<file path="src/rtl/core/mrt_pkg.sv">
`timescale 1ns / 1ps
`default_nettype none

package mrt_pkg;

    // Field widths
    localparam int unsigned PIX_W   = 13;  // pixel coordinate
    localparam int unsigned SIZE_W  = 14;  // window side / frame size
    localparam int unsigned RATIO_W = 10;  // Q2.8 growth ratio
    localparam int unsigned PROD_W  = SIZE_W + RATIO_W;
    localparam int unsigned DT_W    = PROD_W - 8;  // margin after dropping Q2.8 fraction
    localparam int unsigned CRD_W   = 18;  // signed working coordinate

    // Box reset corners and minimum window side
    localparam logic [PIX_W-1:0]  BOX_MIN_X_INIT = 13'd6000;
    localparam logic [PIX_W-1:0]  BOX_MIN_Y_INIT = 13'd4000;
    localparam logic [SIZE_W-1:0] MIN_SIDE       = 14'd200;

    // Configuration reset values
    localparam logic [SIZE_W-1:0]  FRAME_WIDTH_INIT   = 14'd1920;
    localparam logic [SIZE_W-1:0]  FRAME_HEIGHT_INIT  = 14'd1080;
    localparam logic [RATIO_W-1:0] FOUND_RATIO_INIT   = 10'd64;
    localparam logic [RATIO_W-1:0] UNFOUND_RATIO_INIT = 10'd128;

    // Configuration register indexes
    typedef enum logic [1:0] {
        REG_FRAME_WIDTH   = 2'd0,
        REG_FRAME_HEIGHT  = 2'd1,
        REG_FOUND_RATIO   = 2'd2,
        REG_UNFOUND_RATIO = 2'd3
    } cfg_reg_t;

    // Where a grow command takes its rectangle from
    typedef enum logic {
        SRC_BOX    = 1'b0,
        SRC_WINDOW = 1'b1
    } grow_src_t;

    // Which growth ratio a grow command uses
    typedef enum logic {
        RATIO_FOUND   = 1'b0,
        RATIO_UNFOUND = 1'b1
    } ratio_sel_t;

    // Grow command queued between front and back
    typedef struct packed {
        grow_src_t           src;
        ratio_sel_t          ratio_sel;
        logic [PIX_W-1:0]    x;
        logic [PIX_W-1:0]    y;
        logic [SIZE_W-1:0]   w;
        logic [SIZE_W-1:0]   h;
    } grow_cmd_t;

    // Configuration as seen by the back end
    typedef struct packed {
        logic [SIZE_W-1:0]  frame_width;
        logic [SIZE_W-1:0]  frame_height;
        logic [RATIO_W-1:0] found_ratio;
        logic [RATIO_W-1:0] unfound_ratio;
    } cfg_t;

endpackage

`default_nettype wire

</file>
<file path="src/rtl/core/mrt_front.sv">
`timescale 1ns / 1ps
`default_nettype none

module mrt_front
(
    input  wire logic                           clk,
    input  wire logic                           rst_n,
    input  wire logic                           in_valid,
    output logic                                in_ready,
    input  wire logic                           req_type,
    input  wire logic                           global_search,
    input  wire logic [mrt_pkg::PIX_W-1:0]      corner_x,
    input  wire logic [mrt_pkg::PIX_W-1:0]      corner_y,
    input  wire logic                           last_corner,
    input  wire logic                           q_full,
    output logic                                q_push,
    output mrt_pkg::grow_cmd_t                  q_cmd
);

    import mrt_pkg::*;

    logic [PIX_W-1:0] box_min_x_reg, box_min_y_reg, box_max_x_reg, box_max_y_reg;
    logic [PIX_W-1:0] box_min_x_next, box_min_y_next, box_max_x_next, box_max_y_next;
    logic [PIX_W-1:0] upd_min_x, upd_min_y, upd_max_x, upd_max_y;
    logic             accept;

    assign in_ready = !q_full;
    assign accept   = in_valid && in_ready;

    // Box extended with the current corner
    always_comb
    begin
        upd_min_x = (corner_x < box_min_x_reg) ? corner_x : box_min_x_reg;
        upd_max_x = (corner_x > box_max_x_reg) ? corner_x : box_max_x_reg;
        upd_min_y = (corner_y < box_min_y_reg) ? corner_y : box_min_y_reg;
        upd_max_y = (corner_y > box_max_y_reg) ? corner_y : box_max_y_reg;
    end

    // Classify the transfer: box update, closing corner or no-match
    always_comb
    begin
        box_min_x_next = box_min_x_reg;
        box_min_y_next = box_min_y_reg;
        box_max_x_next = box_max_x_reg;
        box_max_y_next = box_max_y_reg;
        q_push         = 1'b0;
        q_cmd.src       = SRC_BOX;
        q_cmd.ratio_sel = RATIO_FOUND;
        q_cmd.x         = upd_min_x;
        q_cmd.y         = upd_min_y;
        q_cmd.w         = SIZE_W'(upd_max_x) - SIZE_W'(upd_min_x);
        q_cmd.h         = SIZE_W'(upd_max_y) - SIZE_W'(upd_min_y);

        if (accept && !global_search)
        begin
            if (req_type)
            begin
                // no match: grow the stored window
                q_push          = 1'b1;
                q_cmd.src       = SRC_WINDOW;
                q_cmd.ratio_sel = RATIO_UNFOUND;
                box_min_x_next  = BOX_MIN_X_INIT;
                box_min_y_next  = BOX_MIN_Y_INIT;
                box_max_x_next  = '0;
                box_max_y_next  = '0;
            end
            else if (last_corner)
            begin
                // closing corner: grow the finished box
                q_push         = 1'b1;
                box_min_x_next = BOX_MIN_X_INIT;
                box_min_y_next = BOX_MIN_Y_INIT;
                box_max_x_next = '0;
                box_max_y_next = '0;
            end
            else
            begin
                box_min_x_next = upd_min_x;
                box_min_y_next = upd_min_y;
                box_max_x_next = upd_max_x;
                box_max_y_next = upd_max_y;
            end
        end
    end

    // Running box
    always_ff @(posedge clk or negedge rst_n)
    begin
        if (!rst_n)
        begin
            box_min_x_reg <= BOX_MIN_X_INIT;
            box_min_y_reg <= BOX_MIN_Y_INIT;
            box_max_x_reg <= '0;
            box_max_y_reg <= '0;
        end
        else
        begin
            box_min_x_reg <= box_min_x_next;
            box_min_y_reg <= box_min_y_next;
            box_max_x_reg <= box_max_x_next;
            box_max_y_reg <= box_max_y_next;
        end
    end

endmodule

`default_nettype wire

</file>
<file path="src/rtl/core/mrt_queue.sv">
`timescale 1ns / 1ps
`default_nettype none

module mrt_queue
#(
    parameter int unsigned DEPTH = 4
)
(
    input  wire logic                clk,
    input  wire logic                rst_n,
    input  wire logic                push,
    input  wire mrt_pkg::grow_cmd_t  push_data,
    output logic                     full,
    input  wire logic                pop,
    output logic                     empty,
    output mrt_pkg::grow_cmd_t       head
);

    import mrt_pkg::*;

    localparam int unsigned AW = $clog2(DEPTH);
    localparam int unsigned CW = $clog2(DEPTH + 1);

    grow_cmd_t       mem_reg [DEPTH];
    logic [AW-1:0]   wr_ptr_reg, rd_ptr_reg;
    logic [AW-1:0]   wr_ptr_next, rd_ptr_next;
    logic [CW-1:0]   count_reg, count_next;

    assign full  = (count_reg == CW'(DEPTH));
    assign empty = (count_reg == '0);
    assign head  = mem_reg[rd_ptr_reg];

    // Pointer wrap and fill count
    always_comb
    begin
        wr_ptr_next = wr_ptr_reg;
        rd_ptr_next = rd_ptr_reg;
        count_next  = count_reg;
        if (push)
        begin
            wr_ptr_next = (wr_ptr_reg == AW'(DEPTH - 1)) ? '0 : wr_ptr_reg + 1'b1;
        end
        if (pop)
        begin
            rd_ptr_next = (rd_ptr_reg == AW'(DEPTH - 1)) ? '0 : rd_ptr_reg + 1'b1;
        end
        if (push && !pop)
        begin
            count_next = count_reg + 1'b1;
        end
        else if (pop && !push)
        begin
            count_next = count_reg - 1'b1;
        end
    end

    always_ff @(posedge clk or negedge rst_n)
    begin
        if (!rst_n)
        begin
            wr_ptr_reg <= '0;
            rd_ptr_reg <= '0;
            count_reg  <= '0;
        end
        else
        begin
            wr_ptr_reg <= wr_ptr_next;
            rd_ptr_reg <= rd_ptr_next;
            count_reg  <= count_next;
        end
    end

    // Entry storage
    always_ff @(posedge clk)
    begin
        if (push)
        begin
            mem_reg[wr_ptr_reg] <= push_data;
        end
    end

endmodule

`default_nettype wire

</file>
<file path="src/rtl/core/mrt_back.sv">
`timescale 1ns / 1ps
`default_nettype none

module mrt_back
(
    input  wire logic                        clk,
    input  wire logic                        rst_n,
    input  wire mrt_pkg::cfg_t               cfg,
    input  wire logic                        q_empty,
    input  wire mrt_pkg::grow_cmd_t          q_head,
    output logic                             q_pop,
    output logic                             out_valid,
    input  wire logic                        out_ready,
    output logic [mrt_pkg::PIX_W-1:0]        roi_x,
    output logic [mrt_pkg::PIX_W-1:0]        roi_y,
    output logic [mrt_pkg::SIZE_W-1:0]       roi_width,
    output logic [mrt_pkg::SIZE_W-1:0]       roi_height
);

    import mrt_pkg::*;

    // Stored window
    logic [PIX_W-1:0]  window_x_reg, window_y_reg;
    logic [SIZE_W-1:0] window_w_reg, window_h_reg;

    // Pipeline stages
    logic                     s1_valid_reg, s2_valid_reg, s3_valid_reg, out_valid_reg;
    logic                     s1_full_reg, s2_full_reg, s3_full_reg;
    logic signed [CRD_W-1:0]  s1_x_reg, s1_y_reg, s2_x_reg, s2_y_reg;
    logic [SIZE_W-1:0]        s1_w_reg, s1_h_reg, s2_w_reg, s2_h_reg, s1_side_reg;
    logic [RATIO_W-1:0]       s1_ratio_reg;
    logic [DT_W-1:0]          s2_dt_reg;
    logic [PIX_W-1:0]         s3_l_reg, s3_t_reg;
    logic signed [CRD_W-1:0]  s3_r_reg, s3_b_reg;
    logic [PIX_W-1:0]         out_x_reg, out_y_reg;
    logic [SIZE_W-1:0]        out_w_reg, out_h_reg;

    logic                     adv, in_flight;
    logic [PIX_W-1:0]         op_x, op_y;
    logic [SIZE_W-1:0]        op_w, op_h, adj_w, adj_h, pad_w, pad_h, side;
    logic signed [CRD_W-1:0]  adj_x, adj_y;
    logic [RATIO_W-1:0]       ratio;
    logic                     op_full;
    logic [PROD_W-1:0]        prod;
    logic signed [CRD_W-1:0]  l_raw, t_raw, r_raw, b_raw, r_lim, b_lim;
    logic signed [CRD_W-1:0]  ow_raw, oh_raw;
    logic [PIX_W-1:0]         res_x, res_y;
    logic [SIZE_W-1:0]        res_w, res_h;

    // Whole pipeline moves when the output register is free or being taken
    assign adv       = !out_valid_reg || out_ready;
    assign in_flight = s1_valid_reg || s2_valid_reg || s3_valid_reg;
    // a window command waits until every earlier grow has written the window
    assign q_pop     = adv && !q_empty && ((q_head.src == SRC_BOX) || !in_flight);

    // Stage 1: operand select, minimum side, larger side
    always_comb
    begin
        if (q_head.src == SRC_WINDOW)
        begin
            op_x = window_x_reg;
            op_y = window_y_reg;
            op_w = window_w_reg;
            op_h = window_h_reg;
        end
        else
        begin
            op_x = q_head.x;
            op_y = q_head.y;
            op_w = q_head.w;
            op_h = q_head.h;
        end
        op_full = (op_w == '0) || (op_h == '0);

        if (op_w < MIN_SIDE)
        begin
            adj_w = MIN_SIDE;
            pad_w = (MIN_SIDE - op_w) >> 1;
        end
        else
        begin
            adj_w = op_w;
            pad_w = '0;
        end
        if (op_h < MIN_SIDE)
        begin
            adj_h = MIN_SIDE;
            pad_h = (MIN_SIDE - op_h) >> 1;
        end
        else
        begin
            adj_h = op_h;
            pad_h = '0;
        end
        adj_x = signed'(CRD_W'(op_x)) - signed'(CRD_W'(pad_w));
        adj_y = signed'(CRD_W'(op_y)) - signed'(CRD_W'(pad_h));
        side  = (adj_w > adj_h) ? adj_w : adj_h;
        ratio = (q_head.ratio_sel == RATIO_UNFOUND) ? cfg.unfound_ratio : cfg.found_ratio;
    end

    // Stage 2: margin = side * ratio in Q2.8
    assign prod = PROD_W'(s1_side_reg) * PROD_W'(s1_ratio_reg);

    // Stage 3: edges moved out and clamped to the image
    always_comb
    begin
        l_raw = s2_x_reg - signed'(CRD_W'(s2_dt_reg));
        t_raw = s2_y_reg - signed'(CRD_W'(s2_dt_reg));
        r_raw = s2_x_reg + signed'(CRD_W'(s2_w_reg)) + signed'(CRD_W'(s2_dt_reg));
        b_raw = s2_y_reg + signed'(CRD_W'(s2_h_reg)) + signed'(CRD_W'(s2_dt_reg));
        r_lim = signed'(CRD_W'(cfg.frame_width)) - signed'(CRD_W'(1));
        b_lim = signed'(CRD_W'(cfg.frame_height)) - signed'(CRD_W'(1));
    end

    // Output stage: sizes saturated at zero, full frame for a degenerate rectangle
    always_comb
    begin
        ow_raw = s3_r_reg - signed'(CRD_W'(s3_l_reg));
        oh_raw = s3_b_reg - signed'(CRD_W'(s3_t_reg));
        if (s3_full_reg)
        begin
            res_x = '0;
            res_y = '0;
            res_w = cfg.frame_width;
            res_h = cfg.frame_height;
        end
        else
        begin
            res_x = s3_l_reg;
            res_y = s3_t_reg;
            res_w = (ow_raw < 0) ? '0 : ow_raw[SIZE_W-1:0];
            res_h = (oh_raw < 0) ? '0 : oh_raw[SIZE_W-1:0];
        end
    end

    // Stage valids, output valid and stored window
    always_ff @(posedge clk or negedge rst_n)
    begin
        if (!rst_n)
        begin
            s1_valid_reg  <= 1'b0;
            s2_valid_reg  <= 1'b0;
            s3_valid_reg  <= 1'b0;
            out_valid_reg <= 1'b0;
            window_x_reg  <= '0;
            window_y_reg  <= '0;
            window_w_reg  <= '0;
            window_h_reg  <= '0;
        end
        else if (adv)
        begin
            s1_valid_reg  <= q_pop;
            s2_valid_reg  <= s1_valid_reg;
            s3_valid_reg  <= s2_valid_reg;
            out_valid_reg <= s3_valid_reg;
            if (s3_valid_reg)
            begin
                window_x_reg <= res_x;
                window_y_reg <= res_y;
                window_w_reg <= res_w;
                window_h_reg <= res_h;
            end
        end
    end

    // Stage payload
    always_ff @(posedge clk)
    begin
        if (adv)
        begin
            s1_x_reg     <= adj_x;
            s1_y_reg     <= adj_y;
            s1_w_reg     <= adj_w;
            s1_h_reg     <= adj_h;
            s1_side_reg  <= side;
            s1_ratio_reg <= ratio;
            s1_full_reg  <= op_full;

            s2_x_reg    <= s1_x_reg;
            s2_y_reg    <= s1_y_reg;
            s2_w_reg    <= s1_w_reg;
            s2_h_reg    <= s1_h_reg;
            s2_dt_reg   <= prod[PROD_W-1:8];
            s2_full_reg <= s1_full_reg;

            s3_l_reg    <= (l_raw < 0) ? '0 : l_raw[PIX_W-1:0];
            s3_t_reg    <= (t_raw < 0) ? '0 : t_raw[PIX_W-1:0];
            s3_r_reg    <= (r_raw > r_lim) ? r_lim : r_raw;
            s3_b_reg    <= (b_raw > b_lim) ? b_lim : b_raw;
            s3_full_reg <= s2_full_reg;

            if (s3_valid_reg)
            begin
                out_x_reg <= res_x;
                out_y_reg <= res_y;
                out_w_reg <= res_w;
                out_h_reg <= res_h;
            end
        end
    end

    assign out_valid  = out_valid_reg;
    assign roi_x      = out_x_reg;
    assign roi_y      = out_y_reg;
    assign roi_width  = out_w_reg;
    assign roi_height = out_h_reg;

endmodule

`default_nettype wire

</file>
<file path="src/rtl/core/marker_roi_tracker.sv">
// Marker ROI tracker. Corner transfers update a running bounding box at one
// per clock while the queue has room; the transfer with tlast closes the box
// and a no-match transfer (tuser[0]) re-grows the stored window. Either one
// becomes a grow command that waits in a QUEUE_DEPTH-entry queue and runs
// through a four-stage grow pipeline (minimum side, margin multiply, clamp,
// size) after it is taken from the queue. Global-search transfers (tuser[1])
// are taken and dropped. Input takes one transfer per clock while the queue
// has room; a no-match command is held in the queue until every grow ahead of
// it has written the stored window. A stalled output freezes the grow
// pipeline. Configuration writes take effect at once and must only happen
// while the block is idle.
`timescale 1ns / 1ps
`default_nettype none

module marker_roi_tracker
#(
    parameter int unsigned QUEUE_DEPTH = 4  // two or more
)
(
    input  wire logic         clk,
    input  wire logic         rst_n,

    input  wire logic         cfg_wr_en,
    input  wire logic [1:0]   cfg_addr,
    input  wire logic [13:0]  cfg_wdata,

    input  wire logic         s_axis_tvalid,
    output logic              s_axis_tready,
    input  wire logic [31:0]  s_axis_tdata,   // corner_x[12:0], corner_y[25:13], zero pad
    input  wire logic [1:0]   s_axis_tuser,   // req_type[0], global_search[1]
    input  wire logic         s_axis_tlast,   // last_corner

    output logic              m_axis_tvalid,
    input  wire logic         m_axis_tready,
    output logic [55:0]       m_axis_tdata    // roi_x[12:0], roi_y[25:13],
                                              // roi_width[39:26], roi_height[53:40], zero pad
);

    import mrt_pkg::*;

    cfg_t              cfg_reg;
    logic              q_full, q_empty, q_push, q_pop;
    grow_cmd_t         q_cmd, q_head;
    logic [PIX_W-1:0]  roi_x, roi_y;
    logic [SIZE_W-1:0] roi_width, roi_height;

    // Configuration registers
    always_ff @(posedge clk or negedge rst_n)
    begin
        if (!rst_n)
        begin
            cfg_reg.frame_width   <= FRAME_WIDTH_INIT;
            cfg_reg.frame_height  <= FRAME_HEIGHT_INIT;
            cfg_reg.found_ratio   <= FOUND_RATIO_INIT;
            cfg_reg.unfound_ratio <= UNFOUND_RATIO_INIT;
        end
        else if (cfg_wr_en)
        begin
            unique case (cfg_reg_t'(cfg_addr))
                REG_FRAME_WIDTH:   cfg_reg.frame_width   <= cfg_wdata;
                REG_FRAME_HEIGHT:  cfg_reg.frame_height  <= cfg_wdata;
                REG_FOUND_RATIO:   cfg_reg.found_ratio   <= cfg_wdata[RATIO_W-1:0];
                REG_UNFOUND_RATIO: cfg_reg.unfound_ratio <= cfg_wdata[RATIO_W-1:0];
                default:           cfg_reg.frame_width   <= cfg_reg.frame_width;
            endcase
        end
    end

    // Front: box tracking and command classification
    mrt_front u_front
    (
        .clk           (clk),
        .rst_n         (rst_n),
        .in_valid      (s_axis_tvalid),
        .in_ready      (s_axis_tready),
        .req_type      (s_axis_tuser[0]),
        .global_search (s_axis_tuser[1]),
        .corner_x      (s_axis_tdata[12:0]),
        .corner_y      (s_axis_tdata[25:13]),
        .last_corner   (s_axis_tlast),
        .q_full        (q_full),
        .q_push        (q_push),
        .q_cmd         (q_cmd)
    );

    // Command queue
    mrt_queue #(.DEPTH(QUEUE_DEPTH)) u_queue
    (
        .clk       (clk),
        .rst_n     (rst_n),
        .push      (q_push),
        .push_data (q_cmd),
        .full      (q_full),
        .pop       (q_pop),
        .empty     (q_empty),
        .head      (q_head)
    );

    // Back: grow pipeline and stored window
    mrt_back u_back
    (
        .clk        (clk),
        .rst_n      (rst_n),
        .cfg        (cfg_reg),
        .q_empty    (q_empty),
        .q_head     (q_head),
        .q_pop      (q_pop),
        .out_valid  (m_axis_tvalid),
        .out_ready  (m_axis_tready),
        .roi_x      (roi_x),
        .roi_y      (roi_y),
        .roi_width  (roi_width),
        .roi_height (roi_height)
    );

    assign m_axis_tdata = {2'b00, roi_height, roi_width, roi_y, roi_x};

endmodule

`default_nettype wire
</file>
<file path="config.mk">
export PLATFORM = sky130hd
export DESIGN_NAME = marker_roi_tracker
export DESIGN_NICKNAME = d
export VERILOG_FILES = /design/src/rtl/core/mrt_pkg.sv /design/src/rtl/core/mrt_front.sv /design/src/rtl/core/mrt_queue.sv /design/src/rtl/core/mrt_back.sv /design/src/rtl/core/marker_roi_tracker.sv
export SDC_FILE = /design/constraint.sdc
export NUM_CORES = 2
export LEC_CHECK = 0
export BUFFER_PORTS_ARGS = -buffer_cell sky130_fd_sc_hd__buf_2
export CAP_MARGIN = 20
export CORE_ASPECT_RATIO = 1.75
export CORE_MARGIN = 4
export CORE_UTILIZATION = 47
export CTS_CLUSTER_DIAMETER = 60
export CTS_CLUSTER_SIZE = 12
export DETAILED_ROUTE_END_ITERATION = 16
export PLACE_DENSITY = 0.62
export SLEW_MARGIN = 5
export SYNTH_ARGS = -nofsm -noshare
export SYNTH_HDL_FRONTEND = slang
export SYNTH_SLANG_ARGS = --single-unit
</file>
<file path="constraint.sdc">
create_clock -name clk -period 14.48 [get_ports clk]
set_input_delay 4.344 -clock clk [delete_from_list [all_inputs] [get_ports clk]]
set_output_delay 4.344 -clock clk [all_outputs]
set_load 0.01 [all_outputs]
</file>
==> metrics.md <==
| Metric | Value |
|---|---|
| Area share of the largest cell type after synthesis | `37.49%` |
| Vias per inst | `5.647` |
| RR Startpoint | `u_back.s2_dt_reg[1]$_DFFE_PN_` |
| Peak Freq | `118.8 MHz` |
| CP max stage delay | `0.78 ns` |
| Row cnt | `140` |
| Hold EP | `u_back.s2_x_reg[3]$_DFFE_PN_` |
| Post-Layout Cell Count | `4521` |
| Clock Sinks | `656` |
| Clk Latency, worst-skew pair | `0.64 ns` |
| Cell Area, Synth | `0.03932 mm2` |
| Top Family by Delay on Critical Path | `compound AO/OA/AOI/OAI gates` |
| Synthesized flop and latch total | `656` |
| Die ar. | `0.08854 mm2` |
| Setup crit start kind | `primary input` |
| Die Ht | `390.6 um` |
| Asr flop ratio synth | `25.15%` |
| Cts repair resizes | `0` |
| Initial DRC Count | `1437` |
| Final net count | `3901` |
| CTS tree | `built` |
| Worst relative slew slack | `23.89%` |
| Multi-input gate area | `0.01905 mm2` |
| Post-CTS setup buffer count | `0` |
| # setup viols final | `0` |
| Endpoint type of the worst setup path | `flip-flop` |
| Final Core Density | `51.89%` |
| RSZ-0062 raised after global routing | `no` |
| R2R Setup Slk | `7.82 ns` |
| Cell Chain, Critical Path | `buf_2, ha_1, nand4_1, o21ai_0, a21oi_1, buf_4, nor2_1, mux2_2, fa_1, a21o_1, a21oi_1, nor2b_1, o211ai_1, nand2_1, a41oi_1, a21oi_1, xor2_1` |
| Drt pass-1 iters | `6` |
| First-pass GRT wire length | `153800 um` |
| Final worst-path cycle share | `58.13%` |
| Initial antenna violation count | `2` |
| Clock transition at the registers of the reported paths | `0.06 ns` |
| CP dominant cell by count | `a21oi_1` |
| Top FF cell, synth | `edfxtp_1` |
| Final ANT Viol Nets | `0` |
| Synth Instances | `3291` |
| Worst hold path type | `flip-flop to flip-flop` |
| Ranking of synthesized cells by area | `edfxtp_1 (37%), ha_1 (10%), dfrtp_1 (9.0%), fa_1 (6.7%), mux2_2 (3.6%)` |
| Register Area | `0.01891 mm2` |
| Ys Warns | `0` |
| Worst Tran Pin Value | `1.142 ns` |
| Critical Path Fanout Max | `18` |
| DRC | `0` |
| Root Buffer | `clkbuf_16` |
| Area delta synth->final | `9.787%` |
| Final Routed Wirelength | `100200 um` |
| Largest net degree at the start of global routing | `163` |
| Worst min-delay path startpoint | `u_back.s1_x_reg[3]$_DFFE_PN_` |
| Reg2reg path depth | `19` |
| Total number of vias | `25.53k` |
| Total CTS buffers | `68` |
| Post-Syn Area per Cell | `11.95 um2` |
| Ports | `114` |
| HPWL after DPL | `76620 um` |
| Placed cells | `4394` |
| Max-capacitance violation count | `0` |
| Placed Area | `0.04111 mm2` |
| Max-slew violations | `0` |
| Post-synth cell types | `77` |
| Final min period | `8.417 ns` |
| Cell taking the most area after synthesis | `edfxtp_1` |
| Tot GR Track Use | `22.89%` |
| Max clock buf depth | `3` |
| RR Endpoint | `u_back.s3_r_reg[17]$_DFFE_PN_` |
| Status | `complete, no violations` |
| CORE AREA | `0.08320 mm2` |
| Vias in the first global route | `26.44k` |
| Commonest non-fill, non-tap cells in the layout | `edfxtp_1 (491), ha_1 (313), inv_1 (275)` |
| Die X | `226.7 um` |
| Worst path required time | `14.88 ns` |
| # fillers | `7198` |
| Sequential share of the synthesized area | `48.07%` |
| Max reg flops | `220` |
| Crit path DAT | `8.82 ns` |
| Skew final | `0.03086 ns` |
| # hold bufs at CTS | `0` |
| Crit-path slowest cell | `nor2_1` |
| Gpl congestion | `0.9189` |
| EDFF count, synth | `491` |
| Post-route setup TNS | `0 ns` |
| Buf/Inv on CP | `2` |
| Layout cells sized above 1 | `13.67%` |
| Most common cell after layout, fill and taps aside | `edfxtp_1` |
| Routed length per instance | `22.16 um` |
| Worst setup path class | `primary input to flip-flop` |
| Congestion Overflow GR | `0` |
| H-tree levels | `3` |
| Fin. Hold Viols | `0` |
| Hold depth | `0` |
| I/O Buffers | `105` |
| Initial Util | `47.26%` |
| Finished layout cell area | `0.04317 mm2` |
[synth_stat cells, types with 33 or more instances]
cell type  count
mux2_2       126
dfrtp_1      142
edfxtp_1     491
inv_1        276
a21o_1        83
xnor2_1      111
nand2_1      235
ha_1         313
mux2i_1       36
nor2_1       221
o31ai_1       56
xor2_1        53
o21ai_0       99
mux4_2        55
nand3_1       33
fa_1         132
clkbuf_1      85
nor3_1        60
a21oi_1      184
nor2b_1       34
and2_1        79
[worst max-delay path by stage]
stage	start	end	cells past startpoint
after CTS	s_axis_tdata[12]	u_queue.mem_reg[0][26]$_DFFE_PP_	17
after global placement	s_axis_tdata[12]	u_queue.mem_reg[0][26]$_DFFE_PP_	17
after floorplan	m_axis_tready	u_back.window_x_reg[10]$_DFFE_PN0P_	7
after global routing	s_axis_tdata[19]	u_queue.mem_reg[0][13]$_DFFE_PP_	19
final	s_axis_tdata[12]	u_queue.mem_reg[0][26]$_DFFE_PP_	17
after detailed placement	s_axis_tdata[12]	u_queue.mem_reg[0][26]$_DFFE_PP_	17
[cell type report]
| class | instances | share of cell area [%] |
|---|---|---|
| clock inverter | 14 | 0.3449 |
| multi-input combinational | 2259 | 44.12 |
| clock buffer | 110 | 4.379 |
| antenna | 2 | 0.01159 |
| timing repair buffer | 137 | 1.840 |
| inverter | 278 | 2.423 |
| sequential | 656 | 43.79 |
| tap | 1065 | 3.087 |
[metrics by stage]
step,setup slack [ns],hold slack [ns]
2_1_floorplan,0.05155,0.4003
3_3_place_gp,5.511,0.4010
3_5_place_dp,5.424,0.4045
4_1_cts,6.053,0.3907
5_1_grt,5.818,0.4109
6_report,6.063,0.4036
[kinds of logic after synthesis]
logic type               count (synthesis)  share of synthesized area [%]
other                                    2                        0.01910
multiplexers                           219                          7.744
adder cells (fa/ha/maj)                445                          16.68
XOR/XNOR                               164                          3.653
buffers and inverters                  388                          3.860
AND/OR/NAND/NOR                        801                          9.657
AO/OA/AOI/OAI                          616                          10.32
flip-flops                             656                          48.07
[metal layers]
metal	track usage, %	vias to the layer above	share of wire [%]
met2	41.49	557	53
met4	13.13	0	6.6
met5	0	-	0
li1	-	12073	-
met3	2.576	208	3.2
met1	25.84	12694	37
Power is left out: the tool's default activity adds up to more than one toggle a clock period on the data nets, which glitch-free logic cannot reach.
